$ cat src/design/meds_pkg.sv
// Shared types and constants for the MIDI event delay scheduler.
`timescale 1ns / 1ps
package meds_pkg;
	localparam int QUEUE_DEPTH = 64;
	localparam int MAX_BLOCK   = 8192;
	localparam int GAP_BITS    = 22;
	localparam int LEN_BITS    = 14;
	localparam int POS_BITS    = 13;
	localparam int NOTE_ROWS   = 16;
	localparam int NOTE_COLS   = 128;
	localparam int COUNT_BITS  = 12;

	localparam logic [1:0] CFG_DELAY      = 2'd0;
	localparam logic [1:0] CFG_LIKELIHOOD = 2'd1;
	localparam logic [1:0] CFG_POLYPHONY  = 2'd2;

	localparam logic [2:0] KIND_QUEUED   = 3'd0;
	localparam logic [2:0] KIND_CHANCE   = 3'd1;
	localparam logic [2:0] KIND_POLY     = 3'd2;
	localparam logic [2:0] KIND_FULL     = 3'd3;
	localparam logic [2:0] KIND_RELEASED = 3'd4;
	localparam logic [2:0] KIND_NONE     = 3'd5;

	localparam logic [3:0] HI_NOTE_OFF = 4'h8;
	localparam logic [3:0] HI_NOTE_ON  = 4'h9;

	typedef struct packed {
		logic [7:0] status_byte;
		logic [6:0] data_one;
		logic [6:0] data_two;
	} msg_t;

	// one queue slot: message and samples left until due
	typedef struct packed {
		logic                valid;
		msg_t                msg;
		logic [GAP_BITS-1:0] gap;
	} slot_t;

	typedef enum logic [1:0] {
		CELL_HOLD,
		CELL_INSERT,
		CELL_SHIFT,
		CELL_AGE
	} cell_cmd_t;

	typedef struct packed {
		cell_cmd_t           cmd;
		slot_t               ins;
		logic [LEN_BITS-1:0] len;
	} cell_ctrl_t;

	typedef struct packed {
		logic rd;
		logic upd;
		msg_t msg;
	} note_req_t;
endpackage

$ cat src/design/meds_cell.sv
// One slot of the sorted delay queue.
`timescale 1ns / 1ps
module meds_cell (
	input  logic                clk,
	input  logic                arst_n,
	input  meds_pkg::cell_ctrl_t ctrl,
	input  meds_pkg::slot_t     left,
	input  logic                left_gt,
	input  meds_pkg::slot_t     right,
	output meds_pkg::slot_t     slot,
	output logic                gt
);
	logic                          valid_q;
	meds_pkg::msg_t                msg_q;
	logic [meds_pkg::GAP_BITS-1:0] gap_q;

	// new item goes in front of the first empty or later slot
	assign gt   = !valid_q || (gap_q > ctrl.ins.gap);
	assign slot = '{valid_q, msg_q, gap_q};

	always_ff @(posedge clk or negedge arst_n) begin
		if (!arst_n) begin
			valid_q <= 1'b0;
		end else begin
			unique case (ctrl.cmd)
				meds_pkg::CELL_HOLD: ;
				meds_pkg::CELL_INSERT: begin
					if (gt) valid_q <= left_gt ? left.valid : ctrl.ins.valid;
				end
				meds_pkg::CELL_SHIFT: valid_q <= right.valid;
				meds_pkg::CELL_AGE: ;
				default: ;
			endcase
		end
	end

	always_ff @(posedge clk) begin
		unique case (ctrl.cmd)
			meds_pkg::CELL_HOLD: ;
			meds_pkg::CELL_INSERT: begin
				if (gt) begin
					msg_q <= left_gt ? left.msg : ctrl.ins.msg;
					gap_q <= left_gt ? left.gap : ctrl.ins.gap;
				end
			end
			meds_pkg::CELL_SHIFT: begin
				msg_q <= right.msg;
				gap_q <= right.gap;
			end
			meds_pkg::CELL_AGE: begin
				gap_q <= gap_q -
					{{(meds_pkg::GAP_BITS - meds_pkg::LEN_BITS){1'b0}}, ctrl.len};
			end
			default: ;
		endcase
	end
endmodule

$ cat config.mk
export PLATFORM = sky130hd
export DESIGN_NAME = meds_cell
export DESIGN_NICKNAME = d
export VERILOG_FILES = /design/src/design/meds_pkg.sv /design/src/design/meds_cell.sv
export SDC_FILE = /design/constraint.sdc
export NUM_CORES = 1
export LEC_CHECK = 0
export BUFFER_PORTS_ARGS = -buffer_cell sky130_fd_sc_hd__buf_4
export CORE_ASPECT_RATIO = 0.7
export CORE_MARGIN = 2
export CORE_UTILIZATION = 23
export CTS_CLUSTER_DIAMETER = 60
export CTS_CLUSTER_SIZE = 16
export DETAILED_ROUTE_END_ITERATION = 8
export PLACE_DENSITY = 0.48
export SYNTH_ARGS = -nofsm -noshare
export SYNTH_HDL_FRONTEND = slang
export SYNTH_SLANG_ARGS = --single-unit
$ cat constraint.sdc
create_clock -name clk -period 5.2 [get_ports clk]
set_input_delay 0.26 -clock clk [delete_from_list [all_inputs] [get_ports clk]]
set_output_delay 0.26 -clock clk [all_outputs]
set_load 0.01 [all_outputs]
Word level (Yosys, flattened, before mapping)
Cells that the tools add are included.
Widths: inputs -> output; s select.
- register bits: 45
- bits of input ports: 154
- output and inout bits: 46
- logic and storage cells: 26
- $add $sub $neg: 1
- order comparisons: 1
- equal/unequal tests: 4
- muxes and demuxes: 9
- reduce and logical (&&, ||, !) cells: 6
- operators by type and width (kind ; count):
    $mux 22 ; 4
    $pmux 22 s3 ; 1
    $pmux 22 s2 ; 1
    $gt 22x22->1 ; 1
    $sub 22x14->22 ; 1
    $eq 2x2->1 const B ; 2
    $reduce_and 2->1 ; 2
    $reduce_bool 3->1 ; 1
    $eq 2x1->1 const B ; 1
    $mux 1 ; 2
    $ne 2x2->1 const B ; 1
    $pmux 1 s2 ; 1
    $reduce_bool 2->1 ; 1
    $logic_not 1->1 ; 1
    $logic_or 1x1->1 ; 1

Depth between registers and ports, before layout
- depth after elaboration: 4
- depth in mapped cells: 12
- gate-level depth less buffers: 12

Least setup slack after synthesis
Ideal clock, no wire load.
- kind: reg2reg
- start: register gap_q[19] (netlist name)
- end: register msg_q (netlist bit slot[22]) (enable)
- library setup time: 0.432 ns
- arrival time: 3.251 ns
- required time: 4.768 ns
- path slack: 1.518 ns
- stages on the path, launching flop included: 10
- path buffers: 0
- period minus slack after synthesis: 3.682 ns
- cell sequence: edfxtp_1 > ha_1 > nand3_1 > nor3_1 > nand2_1 > o21ai_1 > a21oi_1 > a21oi_1 > o21ai_0 > o21ai_0
- longest elaborated chain between the ends: 4
- RTL lines (element ; RTL line ; source):
    start: declaration ; meds_cell.sv:15 ; logic [meds_pkg::GAP_BITS-1:0] gap_q;
    start signal: assignment ; meds_cell.sv:43 ; gap_q <= left_gt ? left.gap : ctrl.ins.gap;
    start signal: assignment ; meds_cell.sv:48 ; gap_q <= right.gap;
    start signal: assignment ; meds_cell.sv:51 ; gap_q <= gap_q -
    $gt 22x22->1 ; meds_cell.sv:18 ; assign gt = !valid_q || (gap_q > ctrl.ins.gap);
    $logic_or 1x1->1 ; meds_cell.sv:18 ;
    $ne 2x2->1 (no source line) ; n/a ;
    $reduce_and 2->1 (no source line) ; n/a ;
    end signal: assignment ; meds_cell.sv:42 ; msg_q <= left_gt ? left.msg : ctrl.ins.msg;
    end signal: assignment ; meds_cell.sv:47 ; msg_q <= right.msg;
    end: declaration ; meds_cell.sv:14 ; meds_pkg::msg_t msg_q;
No other way between the ends.
A chain may end at the register's enable or synchronous reset.

Worst setup path in the final report
- start: register gap_q[15] (netlist name)
- end: register msg_q (netlist bit slot[25]) (enable)
The elaborated chain is that of the path after synthesis.

==> impl_metrics.yaml <==
outcome:
  status: "finished, final reports clean"
timing:
  setup_viol: 0
  rsz0062_at_grt: "false"
  drv_slew: 0
  hold_viol: 0
  fmax_mhz: 314
  tns_ns: 0
  holdWs_ns: 0.242
  fin_worst_skew_ns: 0.00841
  worst_pin_slew_ns: 1.12
  fin_crit_ns: 3.18
  period_share_pct: 61.2
  max_slew_margin_pct: 25.1
yosys:
  synthTopCellsByArea: "edfxtp_1 34%, ha_1 11%, mux2i_1 9.7%"
  synth_area_mm2: 0.00393
  syn_nets: 630
  ys_async_sr_fraction_pct: 2.22
  ys.flop_type: "edfxtp_1"
  synth-seq-cells: 45
  syn_inst: 439
  seq_area_frac_synth_pct: 34.3
  synth_edf_count: 44
  synth_top_area_cell: "edfxtp_1"
  synth_top_area_share_pct: 33.7
  yosysWarningCount: 0
  synth_cell_types: 48
  avgSynthCellArea_um2: 8.94
cts:
  cts_buffer_depth: 2
  clkTransAtPathRegs_ns: 0.07
  clock_sinks: 45
  cts_tree: "yes"
  cts_root_buffer: "clkbuf_16"
  htreeDepth: 2
  clock_latency_ns: 0.29
  numCtsBuffers: 5
setup_path:
  cp-start-kind: "flip-flop"
  r2r_start: "gap_q[15]"
  crit_start: "gap_q[15]"
  worstPathArrival_ns: 3.09
  crit_type: "reg2reg"
  cp.required_ns: 5.10
  end_kind: "flip-flop"
  regToRegEndpoint: "slot[25]"
  r2r_slack_ns: 2.02
  worstPathMaxFanout: 22
  reg2reg_depth: 9
  setup.worst_path.end: "slot[25]"
global_route:
  grt_first_pass_wirelength_um: 20500
  antenna_found_initial: 0
  grt-ovfl-total: 0
  grt_use_total_pct: 14.3
  grt_start_max_net_pins: 63
  grt_pass1_vias: 3891
place:
  dp_hpwl_um: 10600
  gp_congestion: 0.790
  io_buffer_count: 199
floorplan:
  start_util_pct: 23.8
  rows: 39
  io_pins: 200
  die_h_um: 113
  core_mm2: 0.0165
  die-area_mm2: 0.0181
  die_w_um: 160
cells_and_area:
  multi_input_area_mm2: 0.00232
  fin_nets: 815
  num-fill-cells: 1729
  diodes: 0
  area_growth_pct: 48.2
  drive_gt1_share_pct: 35.7
  utilization_pct: 35.3
  seqCellArea_mm2: 0.00135
pwr:
  p_leak_nw: 2.75
  pwr_density_cell_mw_per_mm2: 262
  max-vdd-ir-drop_v: 0.000117
detailed_routing:
  vias_per_cell: 4.49
  num_vias: 3820
  drc: 0
  dr.pass1.iters: 6
  ant_nets: 0
  first_iter_violations: 219
  drt_wl_total_um: 13300
  wire_per_inst_um: 15.6
job:
  timing.max_cap.violations: 0
min_path:
  min_path_type: "in2reg"
==> metrics by stage <==
stage                     instances  area, um^2  setup WS (ns)  power, W
after CTS                       850        5820           1.95   0.00154
after global placement          841        5620           2.07   0.00110
final                           850        5820           2.02   0.00152
after global routing            850        5820           1.68   0.00163
after detailed placement        841        5620           1.96   0.00111
after floorplan                 439        3930           1.52  0.000853
==> power breakdown <==
group          total, W  switching (W)  internal [W]  leakage (nW)
logic          0.000602       0.000305      0.000297          2.21
registers      0.000500      0.0000385      0.000461         0.445
clock network  0.000420       0.000146      0.000275        0.0938
total           0.00152       0.000489       0.00103          2.75
==> placed cells by master (no fill, tap or decap), types with 8 or more instances in the layout <==
master	instances
nand2b_1	8
o22ai_1	9
nor2_1	24
a211oi_1	11
nand2_1	46
mux2i_1	38
a21oi_1	27
o21ai_0	38
edfxtp_1	44
xor2_1	8
inv_1	42
ha_1	36
buf_4	201
xnor2_1	10
a31oi_1	10
a21o_1	13
==> critical path, stage by stage, from the launching register on <==
cell      delay (ns)
edfxtp_1        0.51
ha_1            0.35
nand3_1         0.08
nor3_1          0.24
nand2_1         0.13
o21ai_1         0.14
a21oi_1         0.06
a21oi_1         0.21
o21ai_0         0.15
o21ai_2         0.90
==> routing by layer <==
metal,share of wire (%),global-route usage [%]
met4,0.75,2.46
met1,48,20.2
met5,0,0
met2,45,22.3
met3,6.2,3.70
==> worst min-delay path by stage <==
stage	from	to	depth (start not counted)
2_1_floorplan	arst_n	valid_q	0
3_3_place_gp	arst_n	valid_q	1
3_5_place_dp	arst_n	valid_q	1
4_1_cts	right[40]	slot[40]	3
5_1_grt	right[31]	slot[31]	3
6_report	right[40]	slot[40]	3
==> cells in the mapped netlist (3+ instances only) <==
master	instances
ha_1	36
a31oi_1	10
buf_2	3
nand3_1	6
a21oi_1	27
a211oi_1	11
a21o_1	13
mux2i_1	38
o22ai_1	9
nor3_1	6
xnor2_1	10
o21ai_1	4
edfxtp_1	44
nand2_1	46
inv_1	42
xor2_1	8
nand2b_1	8
nor2_1	24
o21ai_0	39
clkbuf_1	17
nand4_1	5
==> area by class of cell <==
cell class                      count  area share, %
Sequential cell                    45           23.1
Clock buffer                        5           2.15
Clock inverter                      3           1.12
Timing Repair Buffer              202           26.1
Inverter                           42           2.71
Tap cell                          225           4.84
Multi-Input combinational cell    328           39.9
==> cell families (layout without fill, tap and decap cells) <==
group           Yosys count  count (layout)  synth area share [%]
compound gates          129             129                  21.0
flops                    45              45                  34.3
simple gates            105             105                  12.0
mux                      39              39                  9.98
xor+xnor                 18              18                  4.02
buf+inv                  66             252                  6.69
fa+ha+maj                37              37                  12.0
==> sequential cells by signal, summed over array words and instances, names as in the netlist <==
register and flops:
gap_q 22, valid_q 1, slot 22
==> repair_timing <==
| item | 4_1_cts | 5_1_grt |
|---|---|---|
| hold endpoints to repair | 1 | 0 |
| gates resized for setup | 0 | 0 |
| setup endpoints to repair | 0 | 0 |
| buffers inserted | 0 | 0 |
| hold buffers | 1 | 0 |
No activity file was read; power rests on OpenSTA's default activity.
