===== src/design/meds_pkg.sv =====
// Shared types and constants for the MIDI event delay scheduler.
`timescale 1ns / 1ps
package meds_pkg;
	localparam int QUEUE_DEPTH = 64;
	localparam int MAX_BLOCK   = 8192;
	localparam int GAP_BITS    = 22;
	localparam int LEN_BITS    = 14;
	localparam int POS_BITS    = 13;
	localparam int NOTE_ROWS   = 16;
	localparam int NOTE_COLS   = 128;
	localparam int COUNT_BITS  = 12;

	localparam logic [1:0] CFG_DELAY      = 2'd0;
	localparam logic [1:0] CFG_LIKELIHOOD = 2'd1;
	localparam logic [1:0] CFG_POLYPHONY  = 2'd2;

	localparam logic [2:0] KIND_QUEUED   = 3'd0;
	localparam logic [2:0] KIND_CHANCE   = 3'd1;
	localparam logic [2:0] KIND_POLY     = 3'd2;
	localparam logic [2:0] KIND_FULL     = 3'd3;
	localparam logic [2:0] KIND_RELEASED = 3'd4;
	localparam logic [2:0] KIND_NONE     = 3'd5;

	localparam logic [3:0] HI_NOTE_OFF = 4'h8;
	localparam logic [3:0] HI_NOTE_ON  = 4'h9;

	typedef struct packed {
		logic [7:0] status_byte;
		logic [6:0] data_one;
		logic [6:0] data_two;
	} msg_t;

	// one queue slot: message and samples left until due
	typedef struct packed {
		logic                valid;
		msg_t                msg;
		logic [GAP_BITS-1:0] gap;
	} slot_t;

	typedef enum logic [1:0] {
		CELL_HOLD,
		CELL_INSERT,
		CELL_SHIFT,
		CELL_AGE
	} cell_cmd_t;

	typedef struct packed {
		cell_cmd_t           cmd;
		slot_t               ins;
		logic [LEN_BITS-1:0] len;
	} cell_ctrl_t;

	typedef struct packed {
		logic rd;
		logic upd;
		msg_t msg;
	} note_req_t;
endpackage


===== src/design/meds_notes.sv =====
// Active-note bitmap in a row memory with a clearing pass, plus active count.
`timescale 1ns / 1ps
module meds_notes (
	input  logic                                clk,
	input  logic                                arst_n,
	input  meds_pkg::note_req_t                 req,
	output logic                                busy,
	output logic [meds_pkg::COUNT_BITS-1:0]     active_count
);
	logic [meds_pkg::NOTE_COLS-1:0] mem [meds_pkg::NOTE_ROWS];
	logic [meds_pkg::NOTE_COLS-1:0] row_q;
	logic [4:0]                     clr_q;
	logic [meds_pkg::COUNT_BITS-1:0] count_q;
	logic [3:0]                     row_idx;
	logic                           is_on;
	logic                           is_off;
	logic                           bit_now;
	logic [meds_pkg::NOTE_COLS-1:0] row_new;

	assign busy         = !clr_q[4];
	assign active_count = count_q;
	assign row_idx      = req.msg.status_byte[3:0];
	assign is_on  = req.msg.status_byte[7:4] == meds_pkg::HI_NOTE_ON &&
		req.msg.data_two != 7'd0;
	assign is_off = !is_on && (req.msg.status_byte[7:4] == meds_pkg::HI_NOTE_ON ||
		req.msg.status_byte[7:4] == meds_pkg::HI_NOTE_OFF);
	assign bit_now = row_q[req.msg.data_one];

	always_comb begin
		row_new = row_q;
		if (is_on) row_new[req.msg.data_one] = 1'b1;
		else if (is_off) row_new[req.msg.data_one] = 1'b0;
	end

	// zero one row per cycle after reset, and keep the active-note count
	always_ff @(posedge clk or negedge arst_n) begin
		if (!arst_n) begin
			clr_q   <= '0;
			count_q <= '0;
		end else begin
			if (busy) clr_q <= clr_q + 5'd1;
			if (req.upd) begin
				if (is_on && !bit_now) count_q <= count_q + 1'b1;
				else if (is_off && bit_now) count_q <= count_q - 1'b1;
			end
		end
	end

	always_ff @(posedge clk) begin
		if (busy) mem[clr_q[3:0]] <= '0;
		else if (req.upd) mem[row_idx] <= row_new;
		if (req.rd) row_q <= mem[row_idx];
	end
endmodule


===== config.mk =====
export PLATFORM = sky130hd
export DESIGN_NAME = meds_notes
export DESIGN_NICKNAME = d
export VERILOG_FILES = /design/src/design/meds_pkg.sv /design/src/design/meds_notes.sv
export SDC_FILE = /design/constraint.sdc
export NUM_CORES = 2
export LEC_CHECK = 0
export BUFFER_PORTS_ARGS = -buffer_cell sky130_fd_sc_hd__buf_2
export CORE_UTILIZATION = 25
export DETAILED_ROUTE_END_ITERATION = 7
export PLACE_DENSITY_LB_ADDON = 0.25
export SYNTH_ARGS = -nofsm -noshare
export SYNTH_HDL_FRONTEND = slang
export SYNTH_SLANG_ARGS = --single-unit

===== constraint.sdc =====
create_clock -name clk -period 16.55 [get_ports clk]
set_clock_uncertainty 0.15 [all_clocks]
set_input_delay 0.8275 -clock clk [delete_from_list [all_inputs] [get_ports clk]]
set_output_delay 0.8275 -clock clk [all_outputs]
set_load 0.005 [all_outputs]

# Word level (Yosys, flattened, before mapping)
# Memory sizes are Yosys's and may differ from the RTL's. A register that Yosys moved wholly into a read port is not among the register bits.
# Index checks and enable logic that the tools add are counted.
[totals] register_bits=17 mem_bits_rw=2048 input_bits=26 out_inout_bits=13 wordCells=43 memories=1
[mem_list] name="mem" words=16 word_bits=128 read_ports=1 rd_clocked_by_memory_dff=1 wr=1 line="meds_notes.sv:10" text="logic [meds_pkg::NOTE_COLS-1:0] mem [meds_pkg::NOTE_ROWS];"
[classes] addsub=3 magnitude_cmp=2 eq_ne=2 n_mux=16 n_bitwise=3 reduce_logical=13
[op_table] cell="$mux 128" count=3
[op_table] cell="$and 128x128->128" count=1
[op_table] cell="$not 128->128" count=1
[op_table] cell="$or 128x128->128" count=1
[op_table] cell="$reduce_or 128->1" count=1
[op_table] cell="$mux 12" count=2
[op_table] cell="$add 12x1->12 const B" count=1
[op_table] cell="$sub 12x1->12 const B" count=1
[op_table] cell="$eq 4x4->1 const B" count=2
[op_table] cell="$lt 7x8->1 const B" count=1
[op_table] cell="$bmux 1 s7" count=1
[op_table] cell="$demux 1 s7" count=1
[op_table] cell="$ge 7x1->1 const B" count=1
[op_table] cell="$mux 1" count=7
[op_table] cell="$reduce_bool 7->1" count=1
[op_table] cell="$add 5x1->5 const B" count=1
[op_table] cell="$logic_and 1x1->1" count=5
[op_table] cell="$mux 5" count=1
[op_table] cell="$mux 4" count=1
[op_table] cell="$logic_not 1->1" count=3
[op_table] cell="$reduce_and 2->1" count=1
[op_table] cell="$reduce_bool 2->1" count=1
[op_table] cell="$logic_or 1x1->1" count=1

# Longest topological paths before layout
[logic_depth] depth_word=9 depth_mapped=20

# Worst setup path after synthesis
# No wires, ideal clock.
[synth_path] path_type="in2reg" startpoint="in req[14] in the netlist's numbering" endpoint="mem mem[7][0] in the netlist's numbering, enable pin" setup_ps=617 t_arrival_ps=7933 required_time_ps=15783 setup_slack_ps=7850 stages=6 path_buffers=4 cell_sequence="buf_2 > clkbuf_1 > buf_1 > clkbuf_1 > a41oi_1 > nor2_1"
[synth_via] elab_chain_len=1
[synth_rtl] item="from (decl)" line="meds_notes.sv:6" text="input meds_pkg::note_req_t req,"
[synth_rtl] item="$mux 4 (no source line)"
[synth_rtl] item="to (decl)" line="meds_notes.sv:10"
# Every way passes these cells.

# Final worst setup path
[layout_path] startpoint="in req[7] in the netlist's numbering" endpoint="reg count_q, in the netlist active_count[11]"
[layout_via] elab_chain_len=6
[layout_rtl] item="$bmux 1 s7 *" line="meds_notes.sv:27" text="assign bit_now = row_q[req.msg.data_one];"
[layout_rtl] item="$mux 1 (not written as such) *" line="meds_notes.sv:27"
[layout_rtl] item="$logic_not 1->1" line="meds_notes.sv:43" text="if (is_on && !bit_now) count_q <= count_q + 1'b1;"
[layout_rtl] item="$logic_and 1x1->1" line="meds_notes.sv:43"
[layout_rtl] item="$reduce_bool 2->1 (no source line)"
[layout_rtl] item="$reduce_and 2->1 (no source line)"
[layout_rtl] item="to (signal assigned)" line="meds_notes.sv:43"
[layout_rtl] item="to (signal assigned)" line="meds_notes.sv:44" text="else if (is_off && bit_now) count_q <= count_q - 1'b1;"
[layout_rtl] item="to (decl)" line="meds_notes.sv:13" text="logic [meds_pkg::COUNT_BITS-1:0] count_q;"
# Mark *: on every way between the ends. The rest lies on a longest branch, timed or not. The select of a mux whose other input is x is not followed.
# A chain may end at the register's enable or synchronous reset.

==> results by group <==
Run status
  • Result of the run: finished, violations left
  • Violations in the final reports: DRC

Routing
  • Ratio of routed vias to standard cells: ~4.7
  • Number of design-rule violations left by the first detailed-router iteration: 4386
  • Pre-Repair DR Iteration Count: 8
  • Via count: 41320
  • ANT nets after route: 0
  • Number of remaining DRC errors: 14
  • Routed wire length: 239300 µm
  • DR WL/cell: between 20 and 30 µm

Clock tree
  • Max Buffers Root-to-Sink: 4
  • TritonCTS clock tree: yes
  • Clk_lat worst skew: 0.91 ns
  • Total clock sinks: 2193
  • Num CTS Buffers: 228
  • Library cell used as clock root buffer: sky130_fd_sc_hd__clkbuf_16
  • PostCTS Resize Cnt: 0
  • H-tree Lvls: 4
  • Clock transition time at the flip-flop clock pins of the worst setup and hold paths: roughly 0.060 ns

Final layout
  • Count of fill cells added during filler insertion: 33170
  • Area growth from synthesis to layout: 15.70%
  • Multi-input gate area in the final layout: between 15000 and 20000 µm²
  • Sequential standard cell area: 65770 µm²
  • Final net count: between 4000 and 5000
  • Fraction of layout cells with a size suffix above 1: 0.2835

Setup path
  • Worst EP required: 17.17 ns
  • Slowest cell delay on critical path: 0.78 ns
  • R2R cell count: 15
  • Critical Path AT: 6.73 ns
  • R2R Path Start: row_q[28]
  • Crit path max-delay cell type: sky130_fd_sc_hd__buf_2
  • Worst reg2reg endpoint: active_count[11]
  • Kind of end point of the critical path: register
  • Top Family by Delay on Critical Path: simple AND/OR/NAND/NOR gates
  • Setup slack on the worst flop-to-flop path: 10.91 ns
  • Worst Setup Start Kind: input pin
  • Sequence of cells on the critical path: buf_2, inv_2, mux4_2, a21oi_1, or4_4, nor4_4, nand3_1, ha_1, a21o_1, a21oi_1, o21ai_0, o41ai_1, a21oi_1, or3_1, a21oi_1, xor2_1
  • Buf+Inv Stages, Crit Path: 2
  • Maximum fanout along the worst path: 33
  • Crit Path Class: in -> reg
  • Top cell by count, worst path: sky130_fd_sc_hd__a21oi_1

Timing
  • Setup repair after global routing missed its margin: no
  • Count of final max-slew check failures: 0
  • Worst Tran Pin Value: 1.357 ns
  • Number of setup violations in the final report: 0
  • Final Hold Fails: 0
  • Total Neg Setup Slack: 0 ns
  • Slew HR: 0.09540
  • Hold slack: 0.2854 ns
  • Achievable Freq: 0.1636 GHz
  • Final period utilization: 0.3693
  • Post-layout minimum cycle time: slightly above 6 ns

Floorplan
  • Number of rows in the core area: 214
  • Chip width: 586.7 µm
  • Die area: ~340000 µm²
  • Vert. Die Dim: 586.7 µm
  • Starting density of the core: 0.2513
  • Ports placed on the boundary: 39
  • Core Footprint: around 340000 µm²

Global route
  • Initial antenna violation count: 21
  • Tot GR Track Use: 0.1369
  • Total congestion overflow after global routing: 0
  • Global-route wire length before repair: 338000 µm
  • Pin count of the biggest net entering global routing: between 100 and 150
  • Vias in the first global route: 42740

Placed design
  • Last weighted congestion value of the routability-driven placer: 0.7835
  • Detail Placement HPWL: 122400 µm
  • Port bufs: 38

Worst hold path
  • Worst hold-check path type: in -> async

Yosys
  • Post-synthesis sequential element count: approximately 2200
  • Async set-or-reset flop fraction in the synthesized netlist: 0.007752
  • Synth Flop Type: sky130_fd_sc_hd__edfxtp_1
  • Post-synthesis instance total: 3800
  • Net Count, Synth: roughly 3800
  • Share of synthesized area occupied by flip-flops and latches: 0.7696
  • Summed instance area of the synthesized netlist: 85460 µm²
  • Synthesized area per cell: 22.49 µm²
  • Distinct cell type count of the synthesized netlist: 60
  • Yosys warning count: 0
  • Number of enable flip-flop cells after synthesis: 2176

Pwr
  • Total leakage power: 29.99 nW
  • Cell Pwr Density: 120.4 nW/µm²
  • Maximum VDD drop: 0.1001 mV

Flow run
  • Max_cap viols: 0
-- cell families (layout without fill, tap and decap cells) --
logic type	after synthesis	in the layout	synth area share
flops	2193	2193	0.7696
other cells	0	6	0
xor+xnor	14	14	0.001435
simple gates	308	308	0.01842
mux	693	693	0.1755
compound gates	352	352	0.02259
fa+ha+maj	13	13	0.001991
buf+inv	227	600	0.01054
-- placed cells by master, fill, tap and decap left out, types with 5 or more instances in the layout --
cell and instances:
sky130_fd_sc_hd__nor3b_1 6, sky130_fd_sc_hd__clkinv_1 53, sky130_fd_sc_hd__xnor2_1 10, sky130_fd_sc_hd__o21ai_0 136, sky130_fd_sc_hd__a21oi_1 151, sky130_fd_sc_hd__clkbuf_1 44, sky130_fd_sc_hd__buf_12 12, sky130_fd_sc_hd__nand2b_1 11
sky130_fd_sc_hd__buf_2 32, sky130_fd_sc_hd__buf_4 143, sky130_fd_sc_hd__mux4_2 640, sky130_fd_sc_hd__nor2b_1 26, sky130_fd_sc_hd__clkbuf_16 228, sky130_fd_sc_hd__nand3b_1 7, sky130_fd_sc_hd__a221oi_1 8, sky130_fd_sc_hd__edfxtp_1 2176
sky130_fd_sc_hd__a31oi_1 8, sky130_fd_sc_hd__nand2_1 38, sky130_fd_sc_hd__mux2_4 8, sky130_fd_sc_hd__nand3_1 138, sky130_fd_sc_hd__nor2_4 19, sky130_fd_sc_hd__bufinv_16 11, sky130_fd_sc_hd__nor2_1 27, sky130_fd_sc_hd__inv_1 10
sky130_fd_sc_hd__mux2_1 5, sky130_fd_sc_hd__mux2i_1 36, sky130_fd_sc_hd__ha_1 12, sky130_fd_sc_hd__clkinvlp_4 7, sky130_fd_sc_hd__a211oi_1 16, sky130_fd_sc_hd__a21oi_2 7, sky130_fd_sc_hd__nor3_1 9, sky130_fd_sc_hd__dfrtp_1 17
sky130_fd_sc_hd__diode_2 6, sky130_fd_sc_hd__clkinv_2 40
-- flip-flops by register name (all words and copies together) (netlist names) --
| register | flops |
|---|---|
| row_q | 128 |
| clr_q | 5 |
| mem | 2048 |
| active_count | 12 |
-- synth_stat cells (5+ instances only) --
cell	number	area, µm²
sky130_fd_sc_hd__a211oi_1	16	120.1
sky130_fd_sc_hd__a21oi_1	158	790.8
sky130_fd_sc_hd__a221oi_1	8	70.07
sky130_fd_sc_hd__a31oi_1	8	50.05
sky130_fd_sc_hd__buf_1	48	180.2
sky130_fd_sc_hd__buf_2	12	60.06
sky130_fd_sc_hd__clkbuf_1	150	563.0
sky130_fd_sc_hd__dfrtp_1	17	425.4
sky130_fd_sc_hd__edfxtp_1	2176	65340
sky130_fd_sc_hd__ha_1	12	150.1
sky130_fd_sc_hd__inv_1	10	37.54
sky130_fd_sc_hd__mux2_1	5	56.30
sky130_fd_sc_hd__mux2_4	8	120.1
sky130_fd_sc_hd__mux2i_1	36	360.4
sky130_fd_sc_hd__mux4_2	640	14410
sky130_fd_sc_hd__nand2_1	39	146.4
sky130_fd_sc_hd__nand2b_1	11	68.82
sky130_fd_sc_hd__nand3_1	138	690.7
sky130_fd_sc_hd__nand3b_1	7	52.55
sky130_fd_sc_hd__nor2_1	49	183.9
sky130_fd_sc_hd__nor2b_1	26	162.7
sky130_fd_sc_hd__nor3_1	11	55.05
sky130_fd_sc_hd__nor3b_1	6	45.04
sky130_fd_sc_hd__o21ai_0	136	680.7
sky130_fd_sc_hd__xnor2_1	10	87.58
-- how the worst max path moves through the flow --
stage | from | end | slack (ns) | cells past startpoint
floorplan | req[14] | mem[7][0] | 7.85 | 6
global placement | req[7] | active_count[11] | 9.54 | 16
detailed placement | req[7] | active_count[11] | 9.64 | 16
CTS | req[7] | active_count[11] | 10.55 | 16
global route | req[7] | active_count[11] | 10.07 | 16
finish | req[7] | active_count[11] | 10.44 | 16
-- power by group --
group | switching, mW | total (mW) | internal [mW] | leakage, nW
Sequential | 0.0584 | 6.31 | 6.25 | 20.2
Combinational | 0.469 | 0.776 | 0.308 | 6.41
Clock | 2.13 | 4.82 | 2.68 | 3.33
Total | 2.66 | 11.9 | 9.24 | 30.0
-- area by class of cell --
type | count | area share
clock inverter | 123 | 0.009528
multi-input combinational | 1380 | 0.1921
inverter | 11 | 0.0004176
tap | 4536 | 0.05740
clock buffer | 272 | 0.05937
antenna | 6 | 0.0001518
sequential | 2193 | 0.6651
timing repair buffer | 194 | 0.01589
-- stage by stage --
| step | setup WS (ns) | util | cell area [µm²] | cells | power [mW] |
|---|---|---|---|---|---|
| final | 10.44 | 0.2908 | 98880 | 8715 | 11.90 |
| after global routing | 10.07 | 0.2908 | 98870 | 8710 | 12.29 |
| after CTS | 10.55 | 0.2907 | 98840 | 8708 | 12.04 |
| after detailed placement | 9.641 | 0.2706 | 92020 | 8312 | 7.217 |
| after global placement | 9.544 | 0.2706 | 92020 | 8312 | 7.209 |
| after floorplan | 7.850 | - | 85460 | 3800 | 6.903 |
-- metal layers --
metal / GRT usage / wire [µm]
met1: 0.1917 / 105100
met3: 0.02102 / 14140
met4: 0.03325 / 5337
met5: 0 / 23
met2: 0.2230 / 114700
-- repair_timing --
action	in CTS	in global routing
hold endpoints to repair	17	0
hold buffers	1	0
buffers inserted	0	0
No activity file was read; power rests on OpenSTA's default activity.
